## config.mk

```make
export PLATFORM = sky130hd
export DESIGN_NAME = dfq_key_mem
export DESIGN_NICKNAME = d
export VERILOG_FILES = /design/src/rtl/core/dfq_pkg.sv /design/src/rtl/core/dfq_key_mem.sv
export SDC_FILE = /design/constraint.sdc
export NUM_CORES = 2
export LEC_CHECK = 0
export BUFFER_PORTS_ARGS = -buffer_cell sky130_fd_sc_hd__buf_2
export CAP_MARGIN = 20
export CORE_AREA = 2 2 558 560
export DETAILED_ROUTE_END_ITERATION = 10
export DIE_AREA = 0 0 560 562
export GPL_TIMING_DRIVEN = 0
export HOLD_SLACK_MARGIN = 0.02
export PLACE_DENSITY = 0.66
export SLEW_MARGIN = 20
export SYNTH_ARGS = -nofsm -noshare
export SYNTH_HDL_FRONTEND = slang
export SYNTH_SLANG_ARGS = --single-unit
```

## constraint.sdc

```tcl
create_clock -name i_clk -period 12.9 [get_ports i_clk]
set_clock_uncertainty 0.05 [all_clocks]
set_input_delay 0 -clock i_clk [delete_from_list [all_inputs] [get_ports i_clk]]
set_output_delay 0 -clock i_clk [all_outputs]
set_load 0.01 [all_outputs]
```

## src/rtl/core/dfq_pkg.sv

```systemverilog
`timescale 1ns / 1ps
`default_nettype none
// ----------------------------------------------------------------------------
// dfq_pkg
// Shared types and codes for the deduplicating key queue.
// ----------------------------------------------------------------------------
package dfq_pkg;

    localparam int KEY_W      = 64;
    localparam int MS_W       = 32;
    localparam int FUNC_W     = 2;
    localparam int BUDGET_W   = 7;
    localparam int PEND_W     = 7;
    localparam int CFG_IDX_W  = 2;
    localparam int CFG_DATA_W = 32;

    localparam logic [FUNC_W-1:0] FN_MARK  = 2'd0;
    localparam logic [FUNC_W-1:0] FN_DRAIN = 2'd1;
    localparam logic [FUNC_W-1:0] FN_TICK  = 2'd2;

    localparam logic [CFG_IDX_W-1:0] CFG_DRAIN_BUDGET    = 2'd0;
    localparam logic [CFG_IDX_W-1:0] CFG_RESCAN_INTERVAL = 2'd1;

    localparam logic [BUDGET_W-1:0] BUDGET_RESET   = 7'd16;
    localparam logic [MS_W-1:0]     INTERVAL_RESET = 32'd60000;
    localparam logic [BUDGET_W-1:0] MAX_DRAIN      = 7'd64;

    typedef enum logic [2:0] {
        ST_IDLE,
        ST_SCAN,
        ST_DRAIN_SETUP,
        ST_DRAIN_RD,
        ST_DRAIN_OUT,
        ST_TICK,
        ST_RESULT
    } t_state;

    typedef struct packed {
        logic rd_en;
        logic wr_en;
    } t_mem_ctl;

endpackage
`default_nettype wire

```

## src/rtl/core/dfq_key_mem.sv

```systemverilog
`timescale 1ns / 1ps
`default_nettype none
// ----------------------------------------------------------------------------
// dfq_key_mem
// Key storage: one write port, one read port with registered read data.
// ----------------------------------------------------------------------------
module dfq_key_mem #(
    parameter int DEPTH = 64,
    parameter int AW    = 6
) (
    input  wire logic               i_clk,
    input  wire dfq_pkg::t_mem_ctl  i_ctl,
    input  wire logic [AW-1:0]      i_wr_addr,
    input  wire logic [63:0]        i_wr_data,
    input  wire logic [AW-1:0]      i_rd_addr,
    output logic [63:0]             o_rd_data
);
    import dfq_pkg::*;

    logic [KEY_W-1:0] r_mem [DEPTH];
    logic [KEY_W-1:0] r_rd_data;

    always_ff @(posedge i_clk) begin
        if (i_ctl.wr_en) begin
            r_mem[i_wr_addr] <= i_wr_data;
        end
    end

    // hold read data until the next read
    always_ff @(posedge i_clk) begin
        if (i_ctl.rd_en) begin
            r_rd_data <= r_mem[i_rd_addr];
        end
    end

    assign o_rd_data = r_rd_data;

endmodule
`default_nettype wire

```

==> impl_summary.txt <==
----------------------------------------------------
[Timing]
  Unrepaired setup endpoints after global routing ... no
  Final setup violation count ... 0
  Final slew viol count ... 0
  Final Hold Viols ... 0
  Max-slew headroom ... 10.81%
  Clock period minus final worst setup slack ... 3534 ps
  Final TNS setup ... 0 ps
  Peak clock frequency supported by timing ... 0.2830 GHz
  Ratio of final minimum period to clock period ... 27.39%
  Actual transition at the worst max-transition pin ... 1338 ps

[Setup path]
  Startpoint of the worst setup timing path ... i_rd_addr[2]
  CP Launch Type ... input port
  CP peak stage delay ... 840 ps
  Worst path arrival time ... 4050 ps
  Category of the worst setup path capture point ... flip-flop
  R2R Path End ... o_rd_data[22]
  Critical-path cell list ... buf_2 > buf_4 > buf_2 > buf_2 > buf_4 > mux2i_1 > o22ai_1 > a31oi_1 > a211oi_1
  Cells on worst reg2reg path ... 5
  Cell mode on critical path ... buf_2
  Startpoint of the most critical register-to-register path ... r_mem[58][22]
  Worst path required time ... 13,420 ps
  Capturing element of the worst setup path ... o_rd_data[7]
  Register-to-register setup slack ... 9990 ps
  Kind of critical path ... in2reg
  Crit-path slowest cell ... a211oi_1
  Highest fanout seen on the critical path ... 11

[Pwr]
  Internal portion of total power ... 0.02213 W
  Net switching component of the power ... 0.005995 W
  Total chip power ... 0.02813 W
  Leakage ... 57.24 nW
  Sequential group share of total power ... 53.4%
  Clock Power Share ... 41.3%
  Cell Pwr Density ... 153.9 nW/um^2
  Peak supply drop ... 0.1663 mV
  Part of the power in combinational logic ... 5.3%
  Switching Fraction ... 21.31%

[Die]
  Vertical extent of the die ... 562 um
  Die span in x ... 560 um
  Number of standard-cell rows in the floorplan ... 204
  Initial Util ... 50.92%
  Core region area ... 308,300 sq um
  Die area ... 314,700 sq um
  Top-level I/O count ... 143

[Clock tree]
  Clock-pin slew reported for the worst setup and hold paths after clock tree synthesis ... 60 ps
  Number of cells upsized or downsized after cts ... 0
  Number of buffers created by CTS ... 408
  Post-CTS setup buffer count ... 0
  Number of buffers on the longest clock path ... 4
  CTS tree ... done
  Sinks on Clock Net ... 4,160
  Master cell of the clock root buffer ... clkbuf_16
  Clock H-tree levels ... 5
  Clk_lat worst skew ... 930 ps

[Routing]
  Via count ... 77,310
  Final wirelength ... 425.3 mm
  Number of DRC markers in iteration 0 ... 11,430
  Average wire per cell in the routed design ... 35.57 um
  Routed Antenna Nets ... 0
  Total iterations of the first detailed-routing run ... 6
  Drt drc ... 0
  Avg Vias per Cell ... 6.466

[Status]
  Outcome ... completed

[Synthesis]
  Commonest register cell after synthesis ... edfxtp_1
  Post-synth net total ... 6,677
  Sequential element share of the synthesized area ... 79.57%
  Warnings from Yosys ... 0
  FF+latch count, synth ... 4,160
  Area of the mapped netlist ... 157,000 sq um
  Post-synthesis cell type count ... 32
  Number of standard cells after synthesis ... 6,598
  Average instance area after synthesis ... 23.79 sq um
  Fraction of synthesized cell area taken by the top area cell type ... 79.57%
  Top cells by area, synth ... edfxtp_1 80%, mux4_2 15%, mux2i_1 0.86%
  Number of enable flip-flop cells after synthesis ... 4,160
  Cell type contributing the most total cell area after synthesis ... edfxtp_1
  Share of async-settable or async-resettable flops after synthesis ... 0%

[Final layout]
  Share of the core filled with cells ... 59.28%
  Net count of the finished layout ... 7,559
  Proportion of layout cells with a drive suffix above 1 ... 29.45%
  Area overhead of the layout relative to synthesis ... 16.43%
  Highest-count cells in the layout ignoring fill and taps ... 4,160 x edfxtp_1, 1,024 x mux4_2, 415 x clkbuf_16
  Most frequent standard cell in the layout excluding fill and tap cells ... edfxtp_1

[GRT]
  Largest net degree at the start of global routing ... 65
  Total congestion overflow ... 0
  Highest-utilization routing layer at the global route stage ... met2
  Number of global-route vias before repair ... 77,290
  Total track usage ... 26.86%
  Met3 usage ... 6.677%
  Global-route met2 utilization ... 42.30%
  Met1 Resource Use GR ... 36.76%
  First-pass GRT wire length ... 592.4 mm
  Antenna violations before repair ... 37

[Worst hold path]
  Class of the most critical hold timing path ... in2reg

[Place]
  Detailed-placement wirelength estimate ... 286.5 mm
  RePlAce Congestion ... 0.8300
  PortBufs ... 134

[Job]
  Number of maximum-capacitance constraint violations ... 0

----------------------------------------------------
[per-stage QoR]
stage | instance area (sq um) | hold slack, ps | setup WS (ps) | cells
global placement | 162800 | 361.2 | 1029 | 10850
detailed placement | 168900 | 358.2 | 8527 | 11120
global route | 182700 | 58.34 | 9285 | 11940
finish | 182800 | 51.45 | 9366 | 11960
floorplan | 157000 | 48.87 | 7414 | 6598
CTS | 182500 | 21.45 | 9419 | 11930
[layout make-up]
class                      count  area (sq um)
fill                       21270        125600
sequential                  4160        124900
multi-input combinational   2049         30790
clock buffer                 504         10720
timing repair buffer         472          7103
tap                         4120          5155
clock inverter               238          2175
buffer                       370          1783
inverter                      19         71.32
antenna                       25         62.56
[power groups by stage]
stage	clock network [W]	registers, W	logic, W
2_1_floorplan	0	0.0153	0.000697
4_1_cts	0.0117	0.0150	0.00148
6_report	0.0116	0.0150	0.00150
3_5_place_dp	0	0.0153	0.00146
3_3_place_gp	0	0.0153	0.00138
5_1_grt	0.0122	0.0150	0.00156
[repair_timing]
action	4_1_cts	5_1_grt
endpoints found under the setup margin	0	0
hold buffers	72	0
hold endpoints to repair	4216	0
[synth_stat cells (29+ instances only)]
library cell / instances
a211oi_1: 63
a22o_1: 88
a22oi_1: 168
and3_1: 64
buf_2: 170
buf_4: 34
clkbuf_1: 140
edfxtp_1: 4160
mux2i_1: 135
mux4_2: 1024
nand2_1: 58
nand3_1: 45
nor2_1: 112
o221ai_1: 38
o22ai_1: 83
or3_1: 29
[layer usage]
metal | up-vias | share of wire (%)
li1 | 30400 | -
met1 | 41400 | 37
met2 | 4724 | 48
met3 | 775 | 11
met4 | 14 | 4.0
met5 | - | 0.020
[how the worst min path moves through the flow]
stage,end,from,cells past startpoint
after CTS,r_mem[56][17],i_wr_data[17],2
after floorplan,r_mem[0][0],i_wr_data[0],0
after global routing,r_mem[49][17],i_wr_data[17],2
final,r_mem[49][17],i_wr_data[17],2
after global placement,o_rd_data[14],o_rd_data[14],1
after detailed placement,o_rd_data[53],o_rd_data[53],1
[cell families after synthesis]
family,Yosys count,synth area share (%)
simple gates,386,1.235
flops,4160,79.57
compound gates,504,2.467
mux,1159,15.55
buf+inv,389,1.176
[registers in the layout (all words and copies together) (netlist names)]
signal / flops
o_rd_data: 64
r_mem: 4096
[critical path: cells and delay by family]
kind            cells  cell delay (ps)
buf+inv             5             2120
compound gates      3             1750
mux                 1              100
Power figures use the tool's default switching activity.
