[config.mk]
export PLATFORM = sky130hd
export DESIGN_NAME = dfq_seq_flat
export DESIGN_NICKNAME = d
export VERILOG_FILES = /design/src/rtl/core/dfq_pkg.sv /design/src/rtl/core/dfq_in_if.sv /design/src/rtl/core/dfq_out_if.sv /design/src/rtl/core/dfq_seq.sv /design/src/flat_wrapper.sv
export SDC_FILE = /design/constraint.sdc
export NUM_CORES = 1
export LEC_CHECK = 0
export BUFFER_PORTS_ARGS = -buffer_cell sky130_fd_sc_hd__buf_2
export CAP_MARGIN = 20
export CORE_ASPECT_RATIO = 1.4
export CORE_MARGIN = 4
export CORE_UTILIZATION = 57
export CTS_CLUSTER_SIZE = 10
export DETAILED_ROUTE_END_ITERATION = 16
export PLACE_DENSITY = 0.86
export SYNTH_ARGS = -nofsm -noshare
export SYNTH_HDL_FRONTEND = slang
export SYNTH_SLANG_ARGS = --single-unit
[constraint.sdc]
create_clock -name i_clk -period 6.5 [get_ports i_clk]
set_input_delay 0.65 -clock i_clk [delete_from_list [all_inputs] [get_ports i_clk]]
set_output_delay 0.65 -clock i_clk [all_outputs]
set_load 0.005 [all_outputs]
[src/rtl/core/dfq_pkg.sv]
`timescale 1ns / 1ps
`default_nettype none
// ----------------------------------------------------------------------------
// dfq_pkg
// Shared types and codes for the deduplicating key queue.
// ----------------------------------------------------------------------------
package dfq_pkg;

    localparam int KEY_W      = 64;
    localparam int MS_W       = 32;
    localparam int FUNC_W     = 2;
    localparam int BUDGET_W   = 7;
    localparam int PEND_W     = 7;
    localparam int CFG_IDX_W  = 2;
    localparam int CFG_DATA_W = 32;

    localparam logic [FUNC_W-1:0] FN_MARK  = 2'd0;
    localparam logic [FUNC_W-1:0] FN_DRAIN = 2'd1;
    localparam logic [FUNC_W-1:0] FN_TICK  = 2'd2;

    localparam logic [CFG_IDX_W-1:0] CFG_DRAIN_BUDGET    = 2'd0;
    localparam logic [CFG_IDX_W-1:0] CFG_RESCAN_INTERVAL = 2'd1;

    localparam logic [BUDGET_W-1:0] BUDGET_RESET   = 7'd16;
    localparam logic [MS_W-1:0]     INTERVAL_RESET = 32'd60000;
    localparam logic [BUDGET_W-1:0] MAX_DRAIN      = 7'd64;

    typedef enum logic [2:0] {
        ST_IDLE,
        ST_SCAN,
        ST_DRAIN_SETUP,
        ST_DRAIN_RD,
        ST_DRAIN_OUT,
        ST_TICK,
        ST_RESULT
    } t_state;

    typedef struct packed {
        logic rd_en;
        logic wr_en;
    } t_mem_ctl;

endpackage
`default_nettype wire

[src/rtl/core/dfq_in_if.sv]
`timescale 1ns / 1ps
`default_nettype none
// ----------------------------------------------------------------------------
// dfq_in_if
// Request channel: operation code, key and elapsed time.
// ----------------------------------------------------------------------------
interface dfq_in_if;
    logic        valid;
    logic        ready;
    logic [1:0]  func;
    logic [63:0] key;
    logic [31:0] elapsed_ms;

    modport source (output valid, output func, output key, output elapsed_ms, input ready);
    modport sink   (input valid, input func, input key, input elapsed_ms, output ready);
endinterface
`default_nettype wire

[src/rtl/core/dfq_out_if.sv]
`timescale 1ns / 1ps
`default_nettype none
// ----------------------------------------------------------------------------
// dfq_out_if
// Result channel: drained key, flags and pending count.
// ----------------------------------------------------------------------------
interface dfq_out_if;
    logic        valid;
    logic        ready;
    logic [63:0] out_key;
    logic        out_valid;
    logic        last;
    logic        accepted;
    logic        rescan_due;
    logic [6:0]  pending_count;

    modport source (output valid, output out_key, output out_valid, output last,
                    output accepted, output rescan_due, output pending_count,
                    input ready);
    modport sink   (input valid, input out_key, input out_valid, input last,
                    input accepted, input rescan_due, input pending_count,
                    output ready);
endinterface
`default_nettype wire

[src/rtl/core/dfq_seq.sv]
`timescale 1ns / 1ps
`default_nettype none
// ----------------------------------------------------------------------------
// dfq_seq
// Sequencer: duplicate scan with one shared key compare, drain, rescan timer,
// and the result register.
// ----------------------------------------------------------------------------
module dfq_seq #(
    parameter int DEPTH = 64,
    parameter int AW    = 6,
    parameter int CW    = 7
) (
    input  wire logic               i_clk,
    input  wire logic               i_rst_n,
    dfq_in_if.sink                  i_in,
    dfq_out_if.source               o_out,
    input  wire logic [6:0]         i_budget,
    input  wire logic [31:0]        i_interval,
    output dfq_pkg::t_mem_ctl       o_mem_ctl,
    output logic [AW-1:0]           o_wr_addr,
    output logic [63:0]             o_wr_data,
    output logic [AW-1:0]           o_rd_addr,
    input  wire logic [63:0]        i_rd_data
);
    import dfq_pkg::*;

    localparam int NW = (CW > BUDGET_W) ? CW : BUDGET_W;
    localparam logic [AW-1:0] LAST_SLOT = AW'(DEPTH - 1);
    localparam logic [CW-1:0] FULL_CNT  = CW'(DEPTH);

    t_state r_state, n_state;

    logic [CW-1:0]       r_count;
    logic [AW-1:0]       r_head;
    logic [AW-1:0]       r_slot;
    logic [CW-1:0]       r_idx;
    logic                r_cmp_vld;
    logic [BUDGET_W-1:0] r_left;
    logic [MS_W-1:0]     r_acc;
    logic [FUNC_W-1:0]   r_func;
    logic [KEY_W-1:0]    r_key;
    logic [MS_W-1:0]     r_elapsed;
    logic                r_acc_flag;
    logic                r_due_flag;

    logic                r_ovalid;
    logic [KEY_W-1:0]    r_okey;
    logic                r_okey_vld;
    logic                r_olast;
    logic                r_oacc;
    logic                r_odue;
    logic [PEND_W-1:0]   r_opend;

    logic                w_out_free;
    logic                w_take;
    logic                w_match;
    logic                w_issue;
    logic                w_insert;
    logic                w_dup;
    logic                w_emit_key;
    logic                w_emit_res;
    logic [BUDGET_W-1:0] w_bud;
    logic [NW-1:0]       w_cnt_n;
    logic [NW-1:0]       w_bud_n;
    logic [BUDGET_W-1:0] w_n;
    logic [MS_W:0]       w_sum;
    logic [MS_W-1:0]     w_sat;
    logic                w_due;
    logic [AW-1:0]       w_slot_inc;
    logic [AW-1:0]       w_head_inc;
    logic [CW-1:0]       w_count_dec;

    assign w_out_free = !r_ovalid || o_out.ready;
    assign w_match    = r_cmp_vld && (i_rd_data == r_key);
    assign w_slot_inc = (r_slot == LAST_SLOT) ? '0 : r_slot + AW'(1);
    assign w_head_inc = (r_head == LAST_SLOT) ? '0 : r_head + AW'(1);
    assign w_count_dec = r_count - CW'(1);

    assign w_bud   = (i_budget > MAX_DRAIN) ? MAX_DRAIN : i_budget;
    assign w_cnt_n = NW'(r_count);
    assign w_bud_n = NW'(w_bud);
    assign w_n     = (w_cnt_n < w_bud_n) ? BUDGET_W'(w_cnt_n) : w_bud;

    // saturating accumulate
    assign w_sum = {1'b0, r_acc} + {1'b0, r_elapsed};
    assign w_sat = w_sum[MS_W] ? '1 : w_sum[MS_W-1:0];
    assign w_due = (w_sat >= i_interval);

    // next state
    always_comb begin
        n_state = r_state;
        unique case (r_state)
            ST_IDLE: begin
                if (w_take) begin
                    case (i_in.func)
                        FN_MARK: begin
                            if (i_in.key == '0 || r_count >= FULL_CNT) begin
                                n_state = ST_RESULT;
                            end else begin
                                n_state = ST_SCAN;
                            end
                        end
                        FN_DRAIN: n_state = ST_DRAIN_SETUP;
                        FN_TICK:  n_state = ST_TICK;
                        default:  n_state = ST_RESULT;
                    endcase
                end
            end
            ST_SCAN: begin
                if (w_dup || w_insert) begin
                    n_state = ST_RESULT;
                end
            end
            ST_DRAIN_SETUP: n_state = (w_n == '0) ? ST_RESULT : ST_DRAIN_RD;
            ST_DRAIN_RD:    n_state = ST_DRAIN_OUT;
            ST_DRAIN_OUT: begin
                if (w_emit_key) begin
                    n_state = (r_left == BUDGET_W'(1)) ? ST_IDLE : ST_DRAIN_RD;
                end
            end
            ST_TICK:        n_state = ST_RESULT;
            ST_RESULT: begin
                if (w_emit_res) begin
                    n_state = ST_IDLE;
                end
            end
            default:        n_state = ST_IDLE;
        endcase
    end

    // control outputs
    always_comb begin
        w_take          = 1'b0;
        w_dup           = 1'b0;
        w_issue         = 1'b0;
        w_insert        = 1'b0;
        w_emit_key      = 1'b0;
        w_emit_res      = 1'b0;
        o_mem_ctl.rd_en = 1'b0;
        o_mem_ctl.wr_en = 1'b0;
        o_rd_addr       = r_slot;
        unique case (r_state)
            ST_IDLE:  w_take = i_in.valid;
            ST_SCAN: begin
                if (w_match) begin
                    w_dup = 1'b1;
                end else if (r_idx != r_count) begin
                    w_issue         = 1'b1;
                    o_mem_ctl.rd_en = 1'b1;
                end else begin
                    w_insert        = 1'b1;
                    o_mem_ctl.wr_en = 1'b1;
                end
            end
            ST_DRAIN_RD: begin
                o_mem_ctl.rd_en = 1'b1;
                o_rd_addr       = r_head;
            end
            ST_DRAIN_OUT: w_emit_key = w_out_free;
            ST_RESULT:    w_emit_res = w_out_free;
            default: ;
        endcase
    end

    assign o_wr_addr  = r_slot;
    assign o_wr_data  = r_key;
    assign i_in.ready = (r_state == ST_IDLE);

    always_ff @(posedge i_clk) begin
        if (!i_rst_n) begin
            r_state  <= ST_IDLE;
            r_count  <= '0;
            r_head   <= '0;
            r_acc    <= '0;
            r_ovalid <= 1'b0;
            r_cmp_vld <= 1'b0;
        end else begin
            r_state <= n_state;

            if (w_take) begin
                r_func     <= i_in.func;
                r_key      <= i_in.key;
                r_elapsed  <= i_in.elapsed_ms;
                r_slot     <= r_head;
                r_idx      <= '0;
                r_cmp_vld  <= 1'b0;
                r_acc_flag <= 1'b0;
                r_due_flag <= 1'b0;
            end

            // walk the waiting keys, one compare per cycle
            if (w_issue) begin
                r_slot    <= w_slot_inc;
                r_idx     <= r_idx + CW'(1);
                r_cmp_vld <= 1'b1;
            end
            if (w_insert) begin
                r_count    <= r_count + CW'(1);
                r_acc_flag <= 1'b1;
            end

            if (r_state == ST_DRAIN_SETUP) begin
                r_left <= w_n;
            end
            if (w_emit_key) begin
                r_head  <= w_head_inc;
                r_count <= w_count_dec;
                r_left  <= r_left - BUDGET_W'(1);
            end

            if (r_state == ST_TICK) begin
                r_acc      <= w_due ? '0 : w_sat;
                r_due_flag <= w_due;
            end

            if (w_emit_key || w_emit_res) begin
                r_ovalid <= 1'b1;
            end else if (o_out.ready) begin
                r_ovalid <= 1'b0;
            end
        end
    end

    // result register payload
    always_ff @(posedge i_clk) begin
        if (w_emit_key) begin
            r_okey     <= i_rd_data;
            r_okey_vld <= 1'b1;
            r_olast    <= (r_left == BUDGET_W'(1));
            r_oacc     <= 1'b0;
            r_odue     <= 1'b0;
            r_opend    <= PEND_W'(w_count_dec);
        end else if (w_emit_res) begin
            r_okey     <= '0;
            r_okey_vld <= 1'b0;
            r_olast    <= 1'b1;
            r_oacc     <= r_acc_flag && (r_func == FN_MARK);
            r_odue     <= r_due_flag && (r_func == FN_TICK);
            r_opend    <= PEND_W'(r_count);
        end
    end

    assign o_out.valid         = r_ovalid;
    assign o_out.out_key       = r_okey;
    assign o_out.out_valid     = r_okey_vld;
    assign o_out.last          = r_olast;
    assign o_out.accepted      = r_oacc;
    assign o_out.rescan_due    = r_odue;
    assign o_out.pending_count = r_opend;

    a_count_bound: assert property (@(posedge i_clk) disable iff (!i_rst_n)
        r_count <= FULL_CNT)
        else $error("pending count above queue depth");

    a_insert_room: assert property (@(posedge i_clk) disable iff (!i_rst_n)
        w_insert |-> (r_count < FULL_CNT) && (r_key != '0))
        else $error("insert into full queue or of zero key");

    a_drain_nonempty: assert property (@(posedge i_clk) disable iff (!i_rst_n)
        (r_state == ST_DRAIN_OUT) |-> (r_count != '0) && (r_left != '0))
        else $error("drain pop from empty queue");

    a_due_clears: assert property (@(posedge i_clk) disable iff (!i_rst_n)
        (r_state == ST_TICK && w_due) |=> (r_acc == '0) && r_due_flag)
        else $error("rescan due without accumulator clear");

endmodule
`default_nettype wire
[src/flat_wrapper.sv]
// flat-port wrapper written by rule: the top's interface ports become plain ports
module dfq_seq_flat import dfq_pkg::*;
#(
    parameter int DEPTH = 64,
    parameter int AW    = 6,
    parameter int CW    = 7
)
  (i_clk, i_rst_n, i_budget, i_interval, o_mem_ctl, o_wr_addr, o_wr_data, o_rd_addr, i_rd_data, i_in_valid, i_in_func, i_in_key, i_in_elapsed_ms, i_in_ready, o_out_valid, o_out_out_key, o_out_out_valid, o_out_last, o_out_accepted, o_out_rescan_due, o_out_pending_count, o_out_ready);
  dfq_in_if i_in_i ();
  dfq_out_if o_out_i ();
  input  wire logic i_clk;
  input  wire logic i_rst_n;
  input  wire logic [6:0] i_budget;
  input  wire logic [31:0] i_interval;
  output dfq_pkg::t_mem_ctl o_mem_ctl;
  output logic [AW-1:0] o_wr_addr;
  output logic [63:0] o_wr_data;
  output logic [AW-1:0] o_rd_addr;
  input  wire logic [63:0] i_rd_data;
  input wire logic [$bits(i_in_i.valid)-1:0] i_in_valid;
  input wire logic [$bits(i_in_i.func)-1:0] i_in_func;
  input wire logic [$bits(i_in_i.key)-1:0] i_in_key;
  input wire logic [$bits(i_in_i.elapsed_ms)-1:0] i_in_elapsed_ms;
  output wire logic [$bits(i_in_i.ready)-1:0] i_in_ready;
  output wire logic [$bits(o_out_i.valid)-1:0] o_out_valid;
  output wire logic [$bits(o_out_i.out_key)-1:0] o_out_out_key;
  output wire logic [$bits(o_out_i.out_valid)-1:0] o_out_out_valid;
  output wire logic [$bits(o_out_i.last)-1:0] o_out_last;
  output wire logic [$bits(o_out_i.accepted)-1:0] o_out_accepted;
  output wire logic [$bits(o_out_i.rescan_due)-1:0] o_out_rescan_due;
  output wire logic [$bits(o_out_i.pending_count)-1:0] o_out_pending_count;
  input wire logic [$bits(o_out_i.ready)-1:0] o_out_ready;
  assign i_in_i.valid = i_in_valid;
  assign i_in_i.func = i_in_func;
  assign i_in_i.key = i_in_key;
  assign i_in_i.elapsed_ms = i_in_elapsed_ms;
  assign i_in_ready = i_in_i.ready;
  assign o_out_valid = o_out_i.valid;
  assign o_out_out_key = o_out_i.out_key;
  assign o_out_out_valid = o_out_i.out_valid;
  assign o_out_last = o_out_i.last;
  assign o_out_accepted = o_out_i.accepted;
  assign o_out_rescan_due = o_out_i.rescan_due;
  assign o_out_pending_count = o_out_i.pending_count;
  assign o_out_i.ready = o_out_ready;
  dfq_seq #(.DEPTH(DEPTH), .AW(AW), .CW(CW)) u_core (.i_clk(i_clk), .i_rst_n(i_rst_n), .i_in(i_in_i), .o_out(o_out_i), .i_budget(i_budget), .i_interval(i_interval), .o_mem_ctl(o_mem_ctl), .o_wr_addr(o_wr_addr), .o_wr_data(o_wr_data), .o_rd_addr(o_rd_addr), .i_rd_data(i_rd_data));
endmodule
==> impl_metrics.yaml <==
yosys:
  synth_common_cells: "edfxtp_1, nand2_1, ha_1"
  ys_ff_latch: 245
  synthCells: 1170
  synth_top_area_cell: "edfxtp_1"
  yosysMostFrequentCell: "edfxtp_1"
  ys_seq_area_share_pct: 52.5
  synth_area_per_cell_um2: 11.1
  yosysTopAreaCellShare_pct: 44.3
  synth_nets: 1455
  synth-main-ff-cell: "edfxtp_1"
  yosysWarnings: 0
  synth_cell_type_count: 78
  synth.area.top_cells: "edfxtp_1, dfxtp_1, ha_1"
  async_flop_share_pct: 0
  synth-edff-count: 192
  synth_area_um2: 13000
timing:
  layout_min_cycle_time_ns: 5.27
  finalSetupViolCount: 0
  slew_headroom_pct: 18.7
  grt_setup_unrepaired: "no"
  drv_slew: 0
  skew_ns: 0.0243
  worst-slew-pin-transition_ns: 1.19
  holdWs_ns: 0.279
  hold_viol: 0
  finalCritPeriodShare_pct: 81.1
  fmax_ghz: 0.190
  setup_tns_ns: 0
power_and_ir_drop:
  vdd_ir_drop_max_v: 0.000231
  p_per_area_nw_per_um2: 331
  p_leak_nw: 6.80
run_status:
  status: "complete, no violations"
worst_setup_path:
  start_kind: "register"
  cp.required_ns: 6.97
  crit_path_start: "u_core.r_elapsed[0]$_DFFE_PP_"
  arrival_ns: 5.74
  path_class: "reg2reg"
  reg2reg_from: "u_core.r_elapsed[0]$_DFFE_PP_"
  critPathMaxFanout: 23
  crit_path_end_kind: "register"
placement:
  dp_hpwl_mm: 32.2
  dpl_cell_area_um2: 15100
  gp_congestion: 0.938
  io_buffers: 359
global_routing:
  grt_usage_pct: 30.8
  grt_max_degree: 67
  grt_pass1_vias: 10863
  overflow: 0
  antenna_found_initial: 8
  grt_pass1_wl_mm: 60.6
min_path:
  min_path_type: "in2reg"
  worstHoldStart: "i_in_elapsed_ms[6]"
floorplan:
  pin_count: 360
  start_util_pct: 57.7
  die_y_um: 187
  core_um2: 22500
  design.die.area_um2: 25300
  die_w_um: 136
  rows: 65
cts:
  clkSinkCount: 245
  cts_tree: "yes"
  cts-htree-levels: 1
  cts_resized: 0
  worstSkewPairLatency_ns: 0.54
  clockBufferDepth: 3
  post_cts_buffers: 0
  holdBufCountCts: 0
  clkTransAtPathRegs_ns: 0.06
  numCtsBuffers: 28
  root_buffer: "clkbuf_16"
final_layout:
  drive_above_1_share_pct: 27.2
  seqCellArea_um2: 6830
  final_area_um2: 15900
  fillerInstances: 1650
  area_delta_synth_final_pct: 22.2
  final_nets: 1812
  multi_input_area_um2: 5790
routing:
  drc: 0
  dr.pass1.iters: 5
  ant_nets: 0
  viasPerCell: 5.88
  wl_per_cell_um: 22.0
  wl_mm: 40.8
  vias: 10894
  drt_iter0_drc: 753
run:
  drv_cap: 0
placed cells by master (no fill, tap or decap), types with 12 or more instances in the layout:
cell / n
o21ai_0: 51
edfxtp_1: 192
o211ai_1: 12
mux2i_1: 15
nand4_1: 36
buf_2: 359
clkbuf_1: 21
nor2b_1: 18
a21oi_1: 41
a22o_1: 25
ha_1: 79
xnor2_1: 71
nand2_1: 98
xor2_1: 25
nor2_1: 56
clkbuf_16: 28
nor3_1: 18
inv_1: 59
and2_1: 71
nand3_1: 19
nor4_1: 26
dfxtp_1: 53
a21o_1: 24
cells by family after synthesis:
| kind of cell | synth area share (%) |
|---|---|
| buffers and inverters | 3.03 |
| adders and majority gates | 7.75 |
| xor gates and xnor gates | 6.46 |
| DFF | 52.5 |
| muxes | 1.76 |
| AOI/OAI and AO/OA | 12.7 |
| and+or+nand+nor | 15.8 |
worst max-delay path, cell delays in order, from the launching register on:
cell,delay [ns]
edfxtp_1,0.36
ha_1,0.23
fa_1,0.43
a211oi_1,0.28
o21ai_1,0.22
o221ai_1,0.37
a211oi_1,0.16
nor3b_2,0.22
or2_1,0.36
buf_4,0.30
nand3_1,0.16
ha_1,0.32
nand4_1,0.12
nor2_1,0.06
a211o_1,0.26
a21oi_1,0.20
o211ai_1,0.20
a21oi_2,0.37
buf_4,0.37
a22o_1,0.19
per-layer routing:
| metal | wire (um) | vias up | GRT usage (%) |
|---|---|---|---|
| met5 | 65 | - | 0 |
| met2 | 21300 | 571 | 56.8 |
| li1 | - | 5038 | - |
| met4 | 1770 | 10 | 11.8 |
| met1 | 14000 | 5162 | 34.1 |
| met3 | 3590 | 113 | 6.53 |
flip-flops by register name, indices dropped and copies added, names as in the netlist, 2 cells and up:
signal	cells
u_core.o_out.out_key	64
u_core.o_wr_data	64
u_core.r_acc	32
u_core.r_elapsed	32
u_core.o_out.pending_count	7
u_core.r_count	7
u_core.r_idx	7
u_core.r_left	7
u_core.o_wr_addr	6
u_core.r_head	6
u_core.r_state	3
u_core.r_func	2
worst paths after layout:
check	endpoint	slack [ns]	cells after the start
worst max-delay path	u_core.r_acc[16]$_SDFFE_PN0P_	1.23	19
worst min-delay path	u_core.r_elapsed[6]$_DFFE_PP_	0.28	1
worst max register to register	u_core.r_acc[16]$_SDFFE_PN0P_	1.23	19
worst min register to register	u_core.o_out.rescan_due$_SDFFE_PP0P_	0.45	2
power breakdown:
| part | internal, mW | switching (mW) | total, mW |
|---|---|---|---|
| Combinational | 0.638 | 0.887 | 1.53 |
| Clock | 0.806 | 0.600 | 1.41 |
| Sequential | 2.11 | 0.219 | 2.33 |
| Total | 3.55 | 1.71 | 5.26 |
layout make-up:
type                       instances  area share, %
antenna                            4         0.0630
clock buffer                      49           4.91
clock inverter                     3          0.157
inverter                          61           1.44
multi-input combinational        825           36.5
sequential                       245           43.0
tap                              301           2.37
timing repair buffer             366           11.6
through the flow:
step / power, mW / setup WS [ns] / util [%] / instances
after global routing: 5.53 / 0.983 / 70.5 / 1854
final: 5.26 / 1.23 / 70.5 / 1854
after CTS: 5.27 / 1.32 / 70.5 / 1850
after floorplan: 3.23 / 2.13 / - / 1170
after detailed placement: 3.86 / 1.36 / 66.9 / 1798
after global placement: 3.80 / 1.53 / 66.9 / 1798
No activity file was read; power rests on OpenSTA's default activity.
